[config.mk]
export PLATFORM = sky130hd
export DESIGN_NAME = shadow_band_clipper
export DESIGN_NICKNAME = d
export VERILOG_FILES = /design/src/rtl/core/sbc_pkg.sv /design/src/rtl/core/sbc_front.sv /design/src/rtl/core/sbc_queue.sv /design/src/rtl/core/sbc_back.sv /design/src/rtl/core/shadow_band_clipper.sv
export VERILOG_INCLUDE_DIRS = /design/src /design/src/rtl/core
export SDC_FILE = /design/constraint.sdc
export NUM_CORES = 2
export LEC_CHECK = 0
export BUFFER_PORTS_ARGS = -buffer_cell sky130_fd_sc_hd__buf_2
export CORE_MARGIN = 2
export CORE_UTILIZATION = 50
export DETAILED_ROUTE_END_ITERATION = 8
export PLACE_DENSITY = 0.66
export SLEW_MARGIN = 25
export SYNTH_ARGS = -nofsm -noshare
export SYNTH_HDL_FRONTEND = slang
export SYNTH_SLANG_ARGS = --single-unit
[constraint.sdc]
create_clock -name clk -period 27.2 [get_ports clk]
set_input_delay 1.36 -clock clk [delete_from_list [all_inputs] [get_ports clk]]
set_output_delay 1.36 -clock clk [all_outputs]
set_load 0.01 [all_outputs]
[src/rtl/core/shadow_band_clipper_defines.svh]
// Assertion helpers for the shadow band clipper.
`ifndef SHADOW_BAND_CLIPPER_DEFINES_SVH
`define SHADOW_BAND_CLIPPER_DEFINES_SVH

// Same-cycle implication, checked out of reset.
`define SBC_ASSERT_IMP(label, clk, rst_n, ante, cons, msg) \
  label: assert property (@(posedge clk) disable iff (!rst_n) (ante) |-> (cons)) \
    else $error(msg);

// Next-cycle implication, checked out of reset.
`define SBC_ASSERT_NXT(label, clk, rst_n, ante, cons, msg) \
  label: assert property (@(posedge clk) disable iff (!rst_n) (ante) |=> (cons)) \
    else $error(msg);

`endif

[src/rtl/core/sbc_pkg.sv]
package sbc_pkg;

  localparam int NUM_BANDS   = 4;
  localparam int NUM_EDGES   = 4;
  localparam int BLUR_W      = 16;
  localparam int DROP_W      = 17;
  localparam int CFG_IDX_W   = 3;
  localparam int QUEUE_DEPTH = 4;

  localparam int EDGE_L = 0;
  localparam int EDGE_T = 1;
  localparam int EDGE_R = 2;
  localparam int EDGE_B = 3;

  localparam logic [BLUR_W-1:0]        BLUR_RESET = 16'd32;
  localparam logic signed [DROP_W-1:0] DROP_RESET = 17'sd16;

  typedef enum logic [CFG_IDX_W-1:0] {
    CFG_VIEW_LEFT   = 3'd0,
    CFG_VIEW_TOP    = 3'd1,
    CFG_VIEW_RIGHT  = 3'd2,
    CFG_VIEW_BOTTOM = 3'd3,
    CFG_BLUR_SIZE   = 3'd4,
    CFG_DROP_OFFSET = 3'd5
  } cfg_idx_t;

  typedef enum logic [1:0] {
    SIDE_TOP    = 2'd0,
    SIDE_BOTTOM = 2'd1,
    SIDE_LEFT   = 2'd2,
    SIDE_RIGHT  = 2'd3
  } side_t;

  typedef struct packed {
    logic not_empty;
    logic not_full;
  } q_status_t;

endpackage

[src/rtl/core/sbc_front.sv]
module sbc_front #(
  parameter int COORD_WIDTH = 20
) (
  input  logic                                clk,
  input  logic                                rst_n,
  input  logic                                in_valid,
  output logic                                in_stall,
  input  logic signed [COORD_WIDTH-1:0]       in_img_left,
  input  logic signed [COORD_WIDTH-1:0]       in_img_top,
  input  logic signed [COORD_WIDTH-1:0]       in_img_right,
  input  logic signed [COORD_WIDTH-1:0]       in_img_bottom,
  input  logic signed [COORD_WIDTH-1:0]       view_left,
  input  logic signed [COORD_WIDTH-1:0]       view_top,
  input  logic signed [COORD_WIDTH-1:0]       view_right,
  input  logic signed [COORD_WIDTH-1:0]       view_bottom,
  input  logic [sbc_pkg::BLUR_W-1:0]          blur_size,
  input  logic signed [sbc_pkg::DROP_W-1:0]   drop_offset,
  input  sbc_pkg::q_status_t                  q_stat,
  output logic                                q_push,
  output logic [sbc_pkg::NUM_BANDS*sbc_pkg::NUM_EDGES*COORD_WIDTH+sbc_pkg::NUM_BANDS-1:0]
                                              q_wdata
);
  import sbc_pkg::*;

  localparam int MW = (COORD_WIDTH > DROP_W) ? COORD_WIDTH : DROP_W;
  localparam int EW = MW + 2;

  function automatic logic signed [EW-1:0] smax(input logic signed [EW-1:0] a,
                                                input logic signed [EW-1:0] b);
    return (a > b) ? a : b;
  endfunction

  function automatic logic signed [EW-1:0] smin(input logic signed [EW-1:0] a,
                                                input logic signed [EW-1:0] b);
    return (a < b) ? a : b;
  endfunction

  function automatic logic signed [EW-1:0] cext(input logic signed [COORD_WIDTH-1:0] v);
    return {{(EW-COORD_WIDTH){v[COORD_WIDTH-1]}}, v};
  endfunction

  logic                  adv;
  logic signed [EW-1:0]  bl_ext, dr_ext;
  logic signed [EW-1:0]  img_nxt [NUM_EDGES];
  logic signed [EW-1:0]  sh_nxt  [NUM_EDGES];

  logic                  s1_valid_r;
  logic signed [EW-1:0]  s1_img_r [NUM_EDGES];
  logic signed [EW-1:0]  s1_sh_r  [NUM_EDGES];

  logic                  vp_ok, sh_ok;
  logic signed [EW-1:0]  mid_t, mid_b;
  logic signed [EW-1:0]  cand_nxt [NUM_BANDS][NUM_EDGES];
  logic [NUM_BANDS-1:0]  cand_ok_nxt;

  logic                  s2_valid_r;
  logic signed [EW-1:0]  s2_cand_r [NUM_BANDS][NUM_EDGES];
  logic [NUM_BANDS-1:0]  s2_ok_r;

  logic signed [EW-1:0]  vp_ext [NUM_EDGES];
  logic signed [EW-1:0]  clip   [NUM_BANDS][NUM_EDGES];
  logic [NUM_BANDS-1:0]  mask;

  // Stage 1: shadow rectangle.
  always_comb begin
    bl_ext = {{(EW-BLUR_W){1'b0}}, blur_size};
    dr_ext = {{(EW-DROP_W){drop_offset[DROP_W-1]}}, drop_offset};
    img_nxt[EDGE_L] = cext(in_img_left);
    img_nxt[EDGE_T] = cext(in_img_top);
    img_nxt[EDGE_R] = cext(in_img_right);
    img_nxt[EDGE_B] = cext(in_img_bottom);
    sh_nxt[EDGE_L] = img_nxt[EDGE_L] - bl_ext;
    sh_nxt[EDGE_T] = img_nxt[EDGE_T] - bl_ext + dr_ext;
    sh_nxt[EDGE_R] = img_nxt[EDGE_R] + bl_ext;
    sh_nxt[EDGE_B] = img_nxt[EDGE_B] + bl_ext + dr_ext;
  end

  always_ff @(posedge clk) begin
    if (!rst_n) begin
      s1_valid_r <= 1'b0;
    end else if (adv) begin
      s1_valid_r <= in_valid;
    end
  end

  always_ff @(posedge clk) begin
    if (adv) begin
      s1_img_r <= img_nxt;
      s1_sh_r  <= sh_nxt;
    end
  end

  // Stage 2: four candidate bands.
  always_comb begin
    vp_ok = (view_right > view_left) && (view_bottom > view_top);
    sh_ok = (s1_sh_r[EDGE_R] > s1_sh_r[EDGE_L]) && (s1_sh_r[EDGE_B] > s1_sh_r[EDGE_T]);
    mid_t = smax(s1_sh_r[EDGE_T], s1_img_r[EDGE_T]);
    mid_b = smin(s1_sh_r[EDGE_B], s1_img_r[EDGE_B]);

    cand_nxt[SIDE_TOP][EDGE_L] = s1_sh_r[EDGE_L];
    cand_nxt[SIDE_TOP][EDGE_T] = s1_sh_r[EDGE_T];
    cand_nxt[SIDE_TOP][EDGE_R] = s1_sh_r[EDGE_R];
    cand_nxt[SIDE_TOP][EDGE_B] = smin(s1_img_r[EDGE_T], s1_sh_r[EDGE_B]);

    cand_nxt[SIDE_BOTTOM][EDGE_L] = s1_sh_r[EDGE_L];
    cand_nxt[SIDE_BOTTOM][EDGE_T] = smax(s1_img_r[EDGE_B], s1_sh_r[EDGE_T]);
    cand_nxt[SIDE_BOTTOM][EDGE_R] = s1_sh_r[EDGE_R];
    cand_nxt[SIDE_BOTTOM][EDGE_B] = s1_sh_r[EDGE_B];

    cand_nxt[SIDE_LEFT][EDGE_L] = s1_sh_r[EDGE_L];
    cand_nxt[SIDE_LEFT][EDGE_T] = mid_t;
    cand_nxt[SIDE_LEFT][EDGE_R] = smin(s1_img_r[EDGE_L], s1_sh_r[EDGE_R]);
    cand_nxt[SIDE_LEFT][EDGE_B] = mid_b;

    cand_nxt[SIDE_RIGHT][EDGE_L] = smax(s1_img_r[EDGE_R], s1_sh_r[EDGE_L]);
    cand_nxt[SIDE_RIGHT][EDGE_T] = mid_t;
    cand_nxt[SIDE_RIGHT][EDGE_R] = s1_sh_r[EDGE_R];
    cand_nxt[SIDE_RIGHT][EDGE_B] = mid_b;

    for (int k = 0; k < NUM_BANDS; k++) begin
      cand_ok_nxt[k] = vp_ok && sh_ok &&
                       (cand_nxt[k][EDGE_R] > cand_nxt[k][EDGE_L]) &&
                       (cand_nxt[k][EDGE_B] > cand_nxt[k][EDGE_T]);
    end
  end

  always_ff @(posedge clk) begin
    if (!rst_n) begin
      s2_valid_r <= 1'b0;
    end else if (adv) begin
      s2_valid_r <= s1_valid_r;
    end
  end

  always_ff @(posedge clk) begin
    if (adv) begin
      s2_cand_r <= cand_nxt;
      s2_ok_r   <= cand_ok_nxt;
    end
  end

  // Clip to the viewport and pack surviving bands.
  always_comb begin
    vp_ext[EDGE_L] = cext(view_left);
    vp_ext[EDGE_T] = cext(view_top);
    vp_ext[EDGE_R] = cext(view_right);
    vp_ext[EDGE_B] = cext(view_bottom);
    q_wdata = '0;
    for (int k = 0; k < NUM_BANDS; k++) begin
      clip[k][EDGE_L] = smax(s2_cand_r[k][EDGE_L], vp_ext[EDGE_L]);
      clip[k][EDGE_T] = smax(s2_cand_r[k][EDGE_T], vp_ext[EDGE_T]);
      clip[k][EDGE_R] = smin(s2_cand_r[k][EDGE_R], vp_ext[EDGE_R]);
      clip[k][EDGE_B] = smin(s2_cand_r[k][EDGE_B], vp_ext[EDGE_B]);
      mask[k] = s2_ok_r[k] &&
                (clip[k][EDGE_R] > clip[k][EDGE_L]) &&
                (clip[k][EDGE_B] > clip[k][EDGE_T]);
      for (int e = 0; e < NUM_EDGES; e++) begin
        q_wdata[NUM_BANDS + (k*NUM_EDGES + e)*COORD_WIDTH +: COORD_WIDTH] =
          clip[k][e][COORD_WIDTH-1:0];
      end
    end
    q_wdata[NUM_BANDS-1:0] = mask;
  end

  // Drop items with no surviving band; hold while the queue is full.
  assign adv      = !s2_valid_r || !(|mask) || q_stat.not_full;
  assign q_push   = s2_valid_r && (|mask) && q_stat.not_full;
  assign in_stall = !adv;

endmodule

[src/rtl/core/sbc_queue.sv]
module sbc_queue #(
  parameter int DATA_W = 8,
  parameter int DEPTH  = 4
) (
  input  logic                clk,
  input  logic                rst_n,
  input  logic                push,
  input  logic [DATA_W-1:0]   wdata,
  input  logic                pop,
  output logic [DATA_W-1:0]   rdata,
  output sbc_pkg::q_status_t  stat
);
  import sbc_pkg::*;

  localparam int PW = (DEPTH > 1) ? $clog2(DEPTH) : 1;
  localparam int CNTW = $clog2(DEPTH + 1);

  logic [DATA_W-1:0] mem_r [DEPTH];
  logic [PW-1:0]     wr_ptr_r, wr_ptr_nxt;
  logic [PW-1:0]     rd_ptr_r, rd_ptr_nxt;
  logic [CNTW-1:0]   cnt_r, cnt_nxt;

  always_comb begin
    wr_ptr_nxt = wr_ptr_r;
    rd_ptr_nxt = rd_ptr_r;
    cnt_nxt    = cnt_r;
    if (push) begin
      wr_ptr_nxt = (wr_ptr_r == PW'(DEPTH - 1)) ? '0 : wr_ptr_r + 1'b1;
    end
    if (pop) begin
      rd_ptr_nxt = (rd_ptr_r == PW'(DEPTH - 1)) ? '0 : rd_ptr_r + 1'b1;
    end
    if (push && !pop) begin
      cnt_nxt = cnt_r + 1'b1;
    end else if (pop && !push) begin
      cnt_nxt = cnt_r - 1'b1;
    end
  end

  always_ff @(posedge clk) begin
    if (!rst_n) begin
      wr_ptr_r <= '0;
      rd_ptr_r <= '0;
      cnt_r    <= '0;
    end else begin
      wr_ptr_r <= wr_ptr_nxt;
      rd_ptr_r <= rd_ptr_nxt;
      cnt_r    <= cnt_nxt;
    end
  end

  always_ff @(posedge clk) begin
    if (push) begin
      mem_r[wr_ptr_r] <= wdata;
    end
  end

  assign rdata          = mem_r[rd_ptr_r];
  assign stat.not_empty = (cnt_r != '0);
  assign stat.not_full  = (cnt_r != CNTW'(DEPTH));

endmodule

[src/rtl/core/sbc_back.sv]
module sbc_back #(
  parameter int COORD_WIDTH = 20
) (
  input  logic                                clk,
  input  logic                                rst_n,
  input  sbc_pkg::q_status_t                  q_stat,
  input  logic [sbc_pkg::NUM_BANDS*sbc_pkg::NUM_EDGES*COORD_WIDTH+sbc_pkg::NUM_BANDS-1:0]
                                              q_rdata,
  output logic                                q_pop,
  output logic                                out_valid,
  input  logic                                out_stall,
  output logic signed [COORD_WIDTH-1:0]       out_band_left,
  output logic signed [COORD_WIDTH-1:0]       out_band_top,
  output logic signed [COORD_WIDTH-1:0]       out_band_right,
  output logic signed [COORD_WIDTH-1:0]       out_band_bottom,
  output logic [1:0]                          out_band_side,
  output logic                                out_band_last
);
  import sbc_pkg::*;

  localparam int BOX_W = NUM_BANDS * NUM_EDGES * COORD_WIDTH;

  logic [NUM_BANDS-1:0]   cur_mask_r, cur_mask_nxt;
  logic [BOX_W-1:0]       cur_data_r;
  logic                   has_band, load, last;
  logic [1:0]             idx;
  logic [NUM_BANDS-1:0]   rest;

  logic                   out_valid_r, out_valid_nxt;
  logic [COORD_WIDTH-1:0] band_l_r, band_t_r, band_r_r, band_b_r;
  side_t                  side_r;
  logic                   last_r;

  always_comb begin
    idx = '0;
    for (int k = NUM_BANDS - 1; k >= 0; k--) begin
      if (cur_mask_r[k]) begin
        idx = 2'(k);
      end
    end
    rest     = cur_mask_r & ~(NUM_BANDS'(1) << idx);
    has_band = |cur_mask_r;
    last     = (rest == '0);
    load     = has_band && (!out_valid_r || !out_stall);
    q_pop    = q_stat.not_empty && (!has_band || (load && last));

    cur_mask_nxt = cur_mask_r;
    if (q_pop) begin
      cur_mask_nxt = q_rdata[NUM_BANDS-1:0];
    end else if (load) begin
      cur_mask_nxt = rest;
    end

    out_valid_nxt = out_valid_r && out_stall;
    if (load) begin
      out_valid_nxt = 1'b1;
    end
  end

  always_ff @(posedge clk) begin
    if (!rst_n) begin
      cur_mask_r  <= '0;
      out_valid_r <= 1'b0;
    end else begin
      cur_mask_r  <= cur_mask_nxt;
      out_valid_r <= out_valid_nxt;
    end
  end

  always_ff @(posedge clk) begin
    if (q_pop) begin
      cur_data_r <= q_rdata[NUM_BANDS +: BOX_W];
    end
    if (load) begin
      band_l_r <= cur_data_r[(int'(idx)*NUM_EDGES + EDGE_L)*COORD_WIDTH +: COORD_WIDTH];
      band_t_r <= cur_data_r[(int'(idx)*NUM_EDGES + EDGE_T)*COORD_WIDTH +: COORD_WIDTH];
      band_r_r <= cur_data_r[(int'(idx)*NUM_EDGES + EDGE_R)*COORD_WIDTH +: COORD_WIDTH];
      band_b_r <= cur_data_r[(int'(idx)*NUM_EDGES + EDGE_B)*COORD_WIDTH +: COORD_WIDTH];
      side_r   <= side_t'(idx);
      last_r   <= last;
    end
  end

  assign out_valid       = out_valid_r;
  assign out_band_left   = band_l_r;
  assign out_band_top    = band_t_r;
  assign out_band_right  = band_r_r;
  assign out_band_bottom = band_b_r;
  assign out_band_side   = side_r;
  assign out_band_last   = last_r;

endmodule

[src/rtl/core/shadow_band_clipper.sv]
// An accepted image crosses the stage 1 and 2 registers, the queue, and the
//   back end's item and output registers. One band per cycle when not stalled
//   and bands are queued; an image with no surviving band is never queued.
// A 4-entry queue between classifier and band emitter absorbs output stalls.
// Reset (rst_n low, synchronous): pipeline and queue emptied, viewport set to
//   zero, blur_size to 32 and drop_offset to 16.
`include "shadow_band_clipper_defines.svh"

module shadow_band_clipper #(
  parameter int COORD_WIDTH = 20
) (
  input  logic                                clk,
  input  logic                                rst_n,
  input  logic                                in_valid,
  output logic                                in_stall,
  input  logic signed [COORD_WIDTH-1:0]       in_img_left,
  input  logic signed [COORD_WIDTH-1:0]       in_img_top,
  input  logic signed [COORD_WIDTH-1:0]       in_img_right,
  input  logic signed [COORD_WIDTH-1:0]       in_img_bottom,
  output logic                                out_valid,
  input  logic                                out_stall,
  output logic signed [COORD_WIDTH-1:0]       out_band_left,
  output logic signed [COORD_WIDTH-1:0]       out_band_top,
  output logic signed [COORD_WIDTH-1:0]       out_band_right,
  output logic signed [COORD_WIDTH-1:0]       out_band_bottom,
  output logic [1:0]                          out_band_side,
  output logic                                out_band_last,
  input  logic                                cfg_valid,
  output logic                                cfg_ready,
  input  logic [sbc_pkg::CFG_IDX_W-1:0]       cfg_index,
  input  logic [((COORD_WIDTH > sbc_pkg::DROP_W) ? COORD_WIDTH : sbc_pkg::DROP_W)-1:0]
                                              cfg_wdata
);
  import sbc_pkg::*;

  localparam int QW = NUM_BANDS * NUM_EDGES * COORD_WIDTH + NUM_BANDS;

  logic signed [COORD_WIDTH-1:0] view_left_r, view_top_r, view_right_r, view_bottom_r;
  logic [BLUR_W-1:0]             blur_size_r;
  logic signed [DROP_W-1:0]      drop_offset_r;

  q_status_t      q_stat;
  logic           q_push, q_pop;
  logic [QW-1:0]  q_wdata, q_rdata;

  assign cfg_ready = 1'b1;

  always_ff @(posedge clk) begin
    if (!rst_n) begin
      view_left_r   <= '0;
      view_top_r    <= '0;
      view_right_r  <= '0;
      view_bottom_r <= '0;
      blur_size_r   <= BLUR_RESET;
      drop_offset_r <= DROP_RESET;
    end else if (cfg_valid && cfg_ready) begin
      case (cfg_index)
        CFG_VIEW_LEFT:   view_left_r   <= cfg_wdata[COORD_WIDTH-1:0];
        CFG_VIEW_TOP:    view_top_r    <= cfg_wdata[COORD_WIDTH-1:0];
        CFG_VIEW_RIGHT:  view_right_r  <= cfg_wdata[COORD_WIDTH-1:0];
        CFG_VIEW_BOTTOM: view_bottom_r <= cfg_wdata[COORD_WIDTH-1:0];
        CFG_BLUR_SIZE:   blur_size_r   <= cfg_wdata[BLUR_W-1:0];
        CFG_DROP_OFFSET: drop_offset_r <= cfg_wdata[DROP_W-1:0];
        default: ;
      endcase
    end
  end

  sbc_front #(
    .COORD_WIDTH(COORD_WIDTH)
  ) u_front (
    .clk           (clk),
    .rst_n         (rst_n),
    .in_valid      (in_valid),
    .in_stall      (in_stall),
    .in_img_left   (in_img_left),
    .in_img_top    (in_img_top),
    .in_img_right  (in_img_right),
    .in_img_bottom (in_img_bottom),
    .view_left     (view_left_r),
    .view_top      (view_top_r),
    .view_right    (view_right_r),
    .view_bottom   (view_bottom_r),
    .blur_size     (blur_size_r),
    .drop_offset   (drop_offset_r),
    .q_stat        (q_stat),
    .q_push        (q_push),
    .q_wdata       (q_wdata)
  );

  sbc_queue #(
    .DATA_W (QW),
    .DEPTH  (QUEUE_DEPTH)
  ) u_queue (
    .clk   (clk),
    .rst_n (rst_n),
    .push  (q_push),
    .wdata (q_wdata),
    .pop   (q_pop),
    .rdata (q_rdata),
    .stat  (q_stat)
  );

  sbc_back #(
    .COORD_WIDTH(COORD_WIDTH)
  ) u_back (
    .clk             (clk),
    .rst_n           (rst_n),
    .q_stat          (q_stat),
    .q_rdata         (q_rdata),
    .q_pop           (q_pop),
    .out_valid       (out_valid),
    .out_stall       (out_stall),
    .out_band_left   (out_band_left),
    .out_band_top    (out_band_top),
    .out_band_right  (out_band_right),
    .out_band_bottom (out_band_bottom),
    .out_band_side   (out_band_side),
    .out_band_last   (out_band_last)
  );

  `SBC_ASSERT_IMP(a_no_overflow, clk, rst_n, q_push, q_stat.not_full, "push into full queue")
  `SBC_ASSERT_IMP(a_no_underflow, clk, rst_n, q_pop, q_stat.not_empty, "pop from empty queue")
  `SBC_ASSERT_IMP(a_band_in_view, clk, rst_n, out_valid, (out_band_left >= view_left_r) && (out_band_top >= view_top_r) && (out_band_right <= view_right_r) && (out_band_bottom <= view_bottom_r) && (out_band_right > out_band_left) && (out_band_bottom > out_band_top), "band outside viewport or empty")

endmodule

==> out/qor.yml <==
synthesis:
  async_flop_share: 0
  synthFlopType: "edfxtp_1"
  synth-seq-area-share: 0.544
  syn_inst: 6384
  syn-num-nets: 7279
  synth-edff-count: 1485
  synth-seq-cells: 1614
  ys_types: 83
  avgSynthCellArea_sq_um: 13.6
  syn-cell-area_sq_um: 86700
  ys_warn_count: 0
clock_network:
  cts_root_buf: "clkbuf_16"
  clkLatencyLatePin_ns: 0.85
  post_cts_buffers: 0
  post_cts_resized: 0
  cts_made_buffers: 169
  cts_buffer_depth: 3
  cts.clk_slew.worst_paths_ns: 0.06
  cts_sinks: 1614
  hold_buffers: 0
  cts_max_level: 4
  cts_tree: "done"
detailed_routing:
  first_pass_iters: 9
  drtIter0Drc: 6614
  vias_per_cell: 6.21
  drc: 0
  drt.antenna.violating_nets: 0
  avgRoutedWirePerCell_um: 28.9
  wl_um: 261000
  vias: 56113
floorplan:
  ios: 194
  die_area_sq_um: 177000
  rows: 152
  start_util: 0.504
  die_h_um: 420
  core_area_sq_um: 172000
  die_x_um: 420
critical_path:
  worstPathRequired_ns: 27.61
  critPathArrivalTime_ns: 9.33
  criticalPathCategory: "flop to flop"
  crit_path_start_kind: "flop"
  crit_fanout: 106
  cp-end-kind: "flop"
grt:
  grt_first_pass_wirelength_um: 377000
  grt_pass1_vias: 54519
  antenna_found_initial: 18
  grt_usage: 0.296
  grt_max_degree: 107
  overflow: 0
job:
  cap_violations: 0
timing:
  fin_crit_sh: 0.328
  worstMarginPinSlew_ns: 1.18
  min_period_ns: 8.92
  finalSetupViolCount: 0
  fin_tns_setup_ns: 0
  clock_skew_ns: 0.0786
  fmax_mhz: 112
  maxSlewHeadroom: 0.211
  rsz0062_at_grt: "false"
  hold_viol: 0
  slew_viol_final: 0
pwr:
  p_leak_nw: 36.6
  pwr_density_cell_nw_per_um2: 105
  vdd_drop_max_mv: 0.115
outcome:
  outcome: "finished clean"
placed_design:
  io_buffer_count: 192
  place.gp.congestion: 0.944
  post-dp-hpwl_um: 197000
  dp.cells: 8702
  place_area_sq_um: 90200
layout:
  drive_gt1_frac: 0.163
  final_area_sq_um: 96000
  syn2layout_area_growth_pct: 10.6
  final_util: 0.558
  final_cell_count_no_fill: 9031
  fill_cells: 13969
  nNetsFinal: 7459
min_path:
  hp-class: "flop to flop"
final timing paths:
path | depth (start not counted) | start | to | slack, ns
setup / recovery | 20 | view_top_r[19] | u_front.s2_cand_r[190] | 18.28
hold / removal | 2 | drop_offset_r[0] | drop_offset_r[0] | 0.48
setup reg to reg | 20 | view_top_r[19] | u_front.s2_cand_r[190] | 18.28
hold reg to reg | 2 | drop_offset_r[0] | drop_offset_r[0] | 0.48
critical path, cell delays in order (launching register included):
cell	delay, ns
dfxtp_1	0.57
inv_1	0.30
ha_1	0.42
nand4_1	0.29
nor4_1	0.83
a21oi_1	0.16
nand2_1	0.11
buf_4	0.37
mux2_2	0.44
inv_1	0.09
ha_1	0.24
a21oi_1	0.16
o221ai_1	0.23
a221o_1	0.41
a31o_2	0.24
mux2i_1	0.65
o21bai_1	0.26
a21oi_1	0.28
inv_8	0.57
buf_4	0.82
buf_4	0.85
metal layers:
layer / up-vias / share of wire / track usage
met5: - / 0.000099 / 0
met4: 4 / 0.046 / 0.126
met3: 425 / 0.074 / 0.0372
met2: 2529 / 0.44 / 0.449
met1: 28231 / 0.44 / 0.432
li1: 24924 / - / -
metrics by stage:
step / worst slack (ns) / power (W) / hold WS, ns
after floorplan: 13.86 / 0.00640 / 0.441
after global routing: 17.77 / 0.0105 / 0.490
after detailed placement: 18.33 / 0.00771 / 0.457
after global placement: 18.30 / 0.00767 / 0.455
final: 18.28 / 0.0101 / 0.478
after CTS: 18.22 / 0.0100 / 0.472
final cells by class:
type                            instances  area [sq um]  share of cell area
Clock inverter                        116          1280              0.0134
Sequential cell                      1614         47200               0.492
Multi-Input combinational cell       4123         37200               0.387
Timing Repair Buffer                  261          1510              0.0158
Antenna cell                           10          25.0            0.000261
Inverter                              395          1500              0.0156
Clock buffer                          202          4380              0.0457
Tap cell                             2310          2890              0.0301
report_power, final:
group	leakage, nW	internal (W)	switching [W]	total (W)
registers	15.3	0.00338	0.000522	0.00390
clock network	2.74	0.00131	0.00102	0.00233
logic	18.6	0.00161	0.00224	0.00384
total	36.6	0.00630	0.00378	0.0101
state kept, by name, summed over array words and instances, names as in the netlist, 17 cells and up, named ones only:
signal                  flops
drop_offset_r              17
view_top_r                 20
u_back.out_band_left       20
view_bottom_r              20
u_back.out_band_bottom     20
u_queue.mem_r             816
u_front.cand_nxt           86
u_back.out_band_top        20
u_back.out_band_right      20
u_front.s1_img_r           80
u_front.s2_cand_r         216
view_right_r               20
u_back.cur_data_r         200
view_left_r                20
placed cells by master (no fill, tap or decap), types with 68 or more instances in the layout:
master	count
edfxtp_1	1485
mux2i_1	325
a21o_1	172
buf_4	68
o21ai_0	199
mux2_2	207
nand4_1	116
buf_2	191
dfxtp_1	127
a21oi_1	286
mux4_2	317
nor2b_1	80
clkbuf_16	170
nor2_1	266
a21boi_0	123
nand2_1	512
ha_1	749
inv_1	389
cells in the mapped netlist (all sizes together), types with 20 or more instances:
library cell | number | area share
edfxtp | 1485 | 0.51
ha | 751 | 0.11
nand2 | 512 | 0.022
inv | 395 | 0.017
mux2i | 326 | 0.038
mux4 | 317 | 0.082
a21oi | 289 | 0.017
nor2 | 269 | 0.012
mux2 | 244 | 0.032
o21ai | 223 | 0.013
a21o | 172 | 0.015
dfxtp | 129 | 0.030
clkbuf | 128 | 0.0055
a21boi | 127 | 0.011
buf | 124 | 0.0069
nand4 | 116 | 0.0084
nor2b | 82 | 0.0059
nand3 | 62 | 0.0036
nor3 | 61 | 0.0035
a211oi | 46 | 0.0040
xnor2 | 45 | 0.0045
nand2b | 44 | 0.0032
o21a | 37 | 0.0032
fa | 36 | 0.0083
o22ai | 32 | 0.0023
o211ai | 29 | 0.0026
or3 | 26 | 0.0019
and3 | 23 | 0.0017
o21bai | 22 | 0.0019
xor2 | 20 | 0.0020
cells by family (layout without fill, tap and decap cells):
group	after synthesis	after routing	share of synthesized area
other cells	1	11	0.0000432
fa+ha+maj	787	787	0.117
simple gates	1262	1262	0.0676
mux	887	887	0.152
buf+inv	647	974	0.0295
xor+xnor	65	65	0.00656
compound gates	1121	1121	0.0841
flops	1614	1614	0.544
Power figures use the tool's default switching activity.
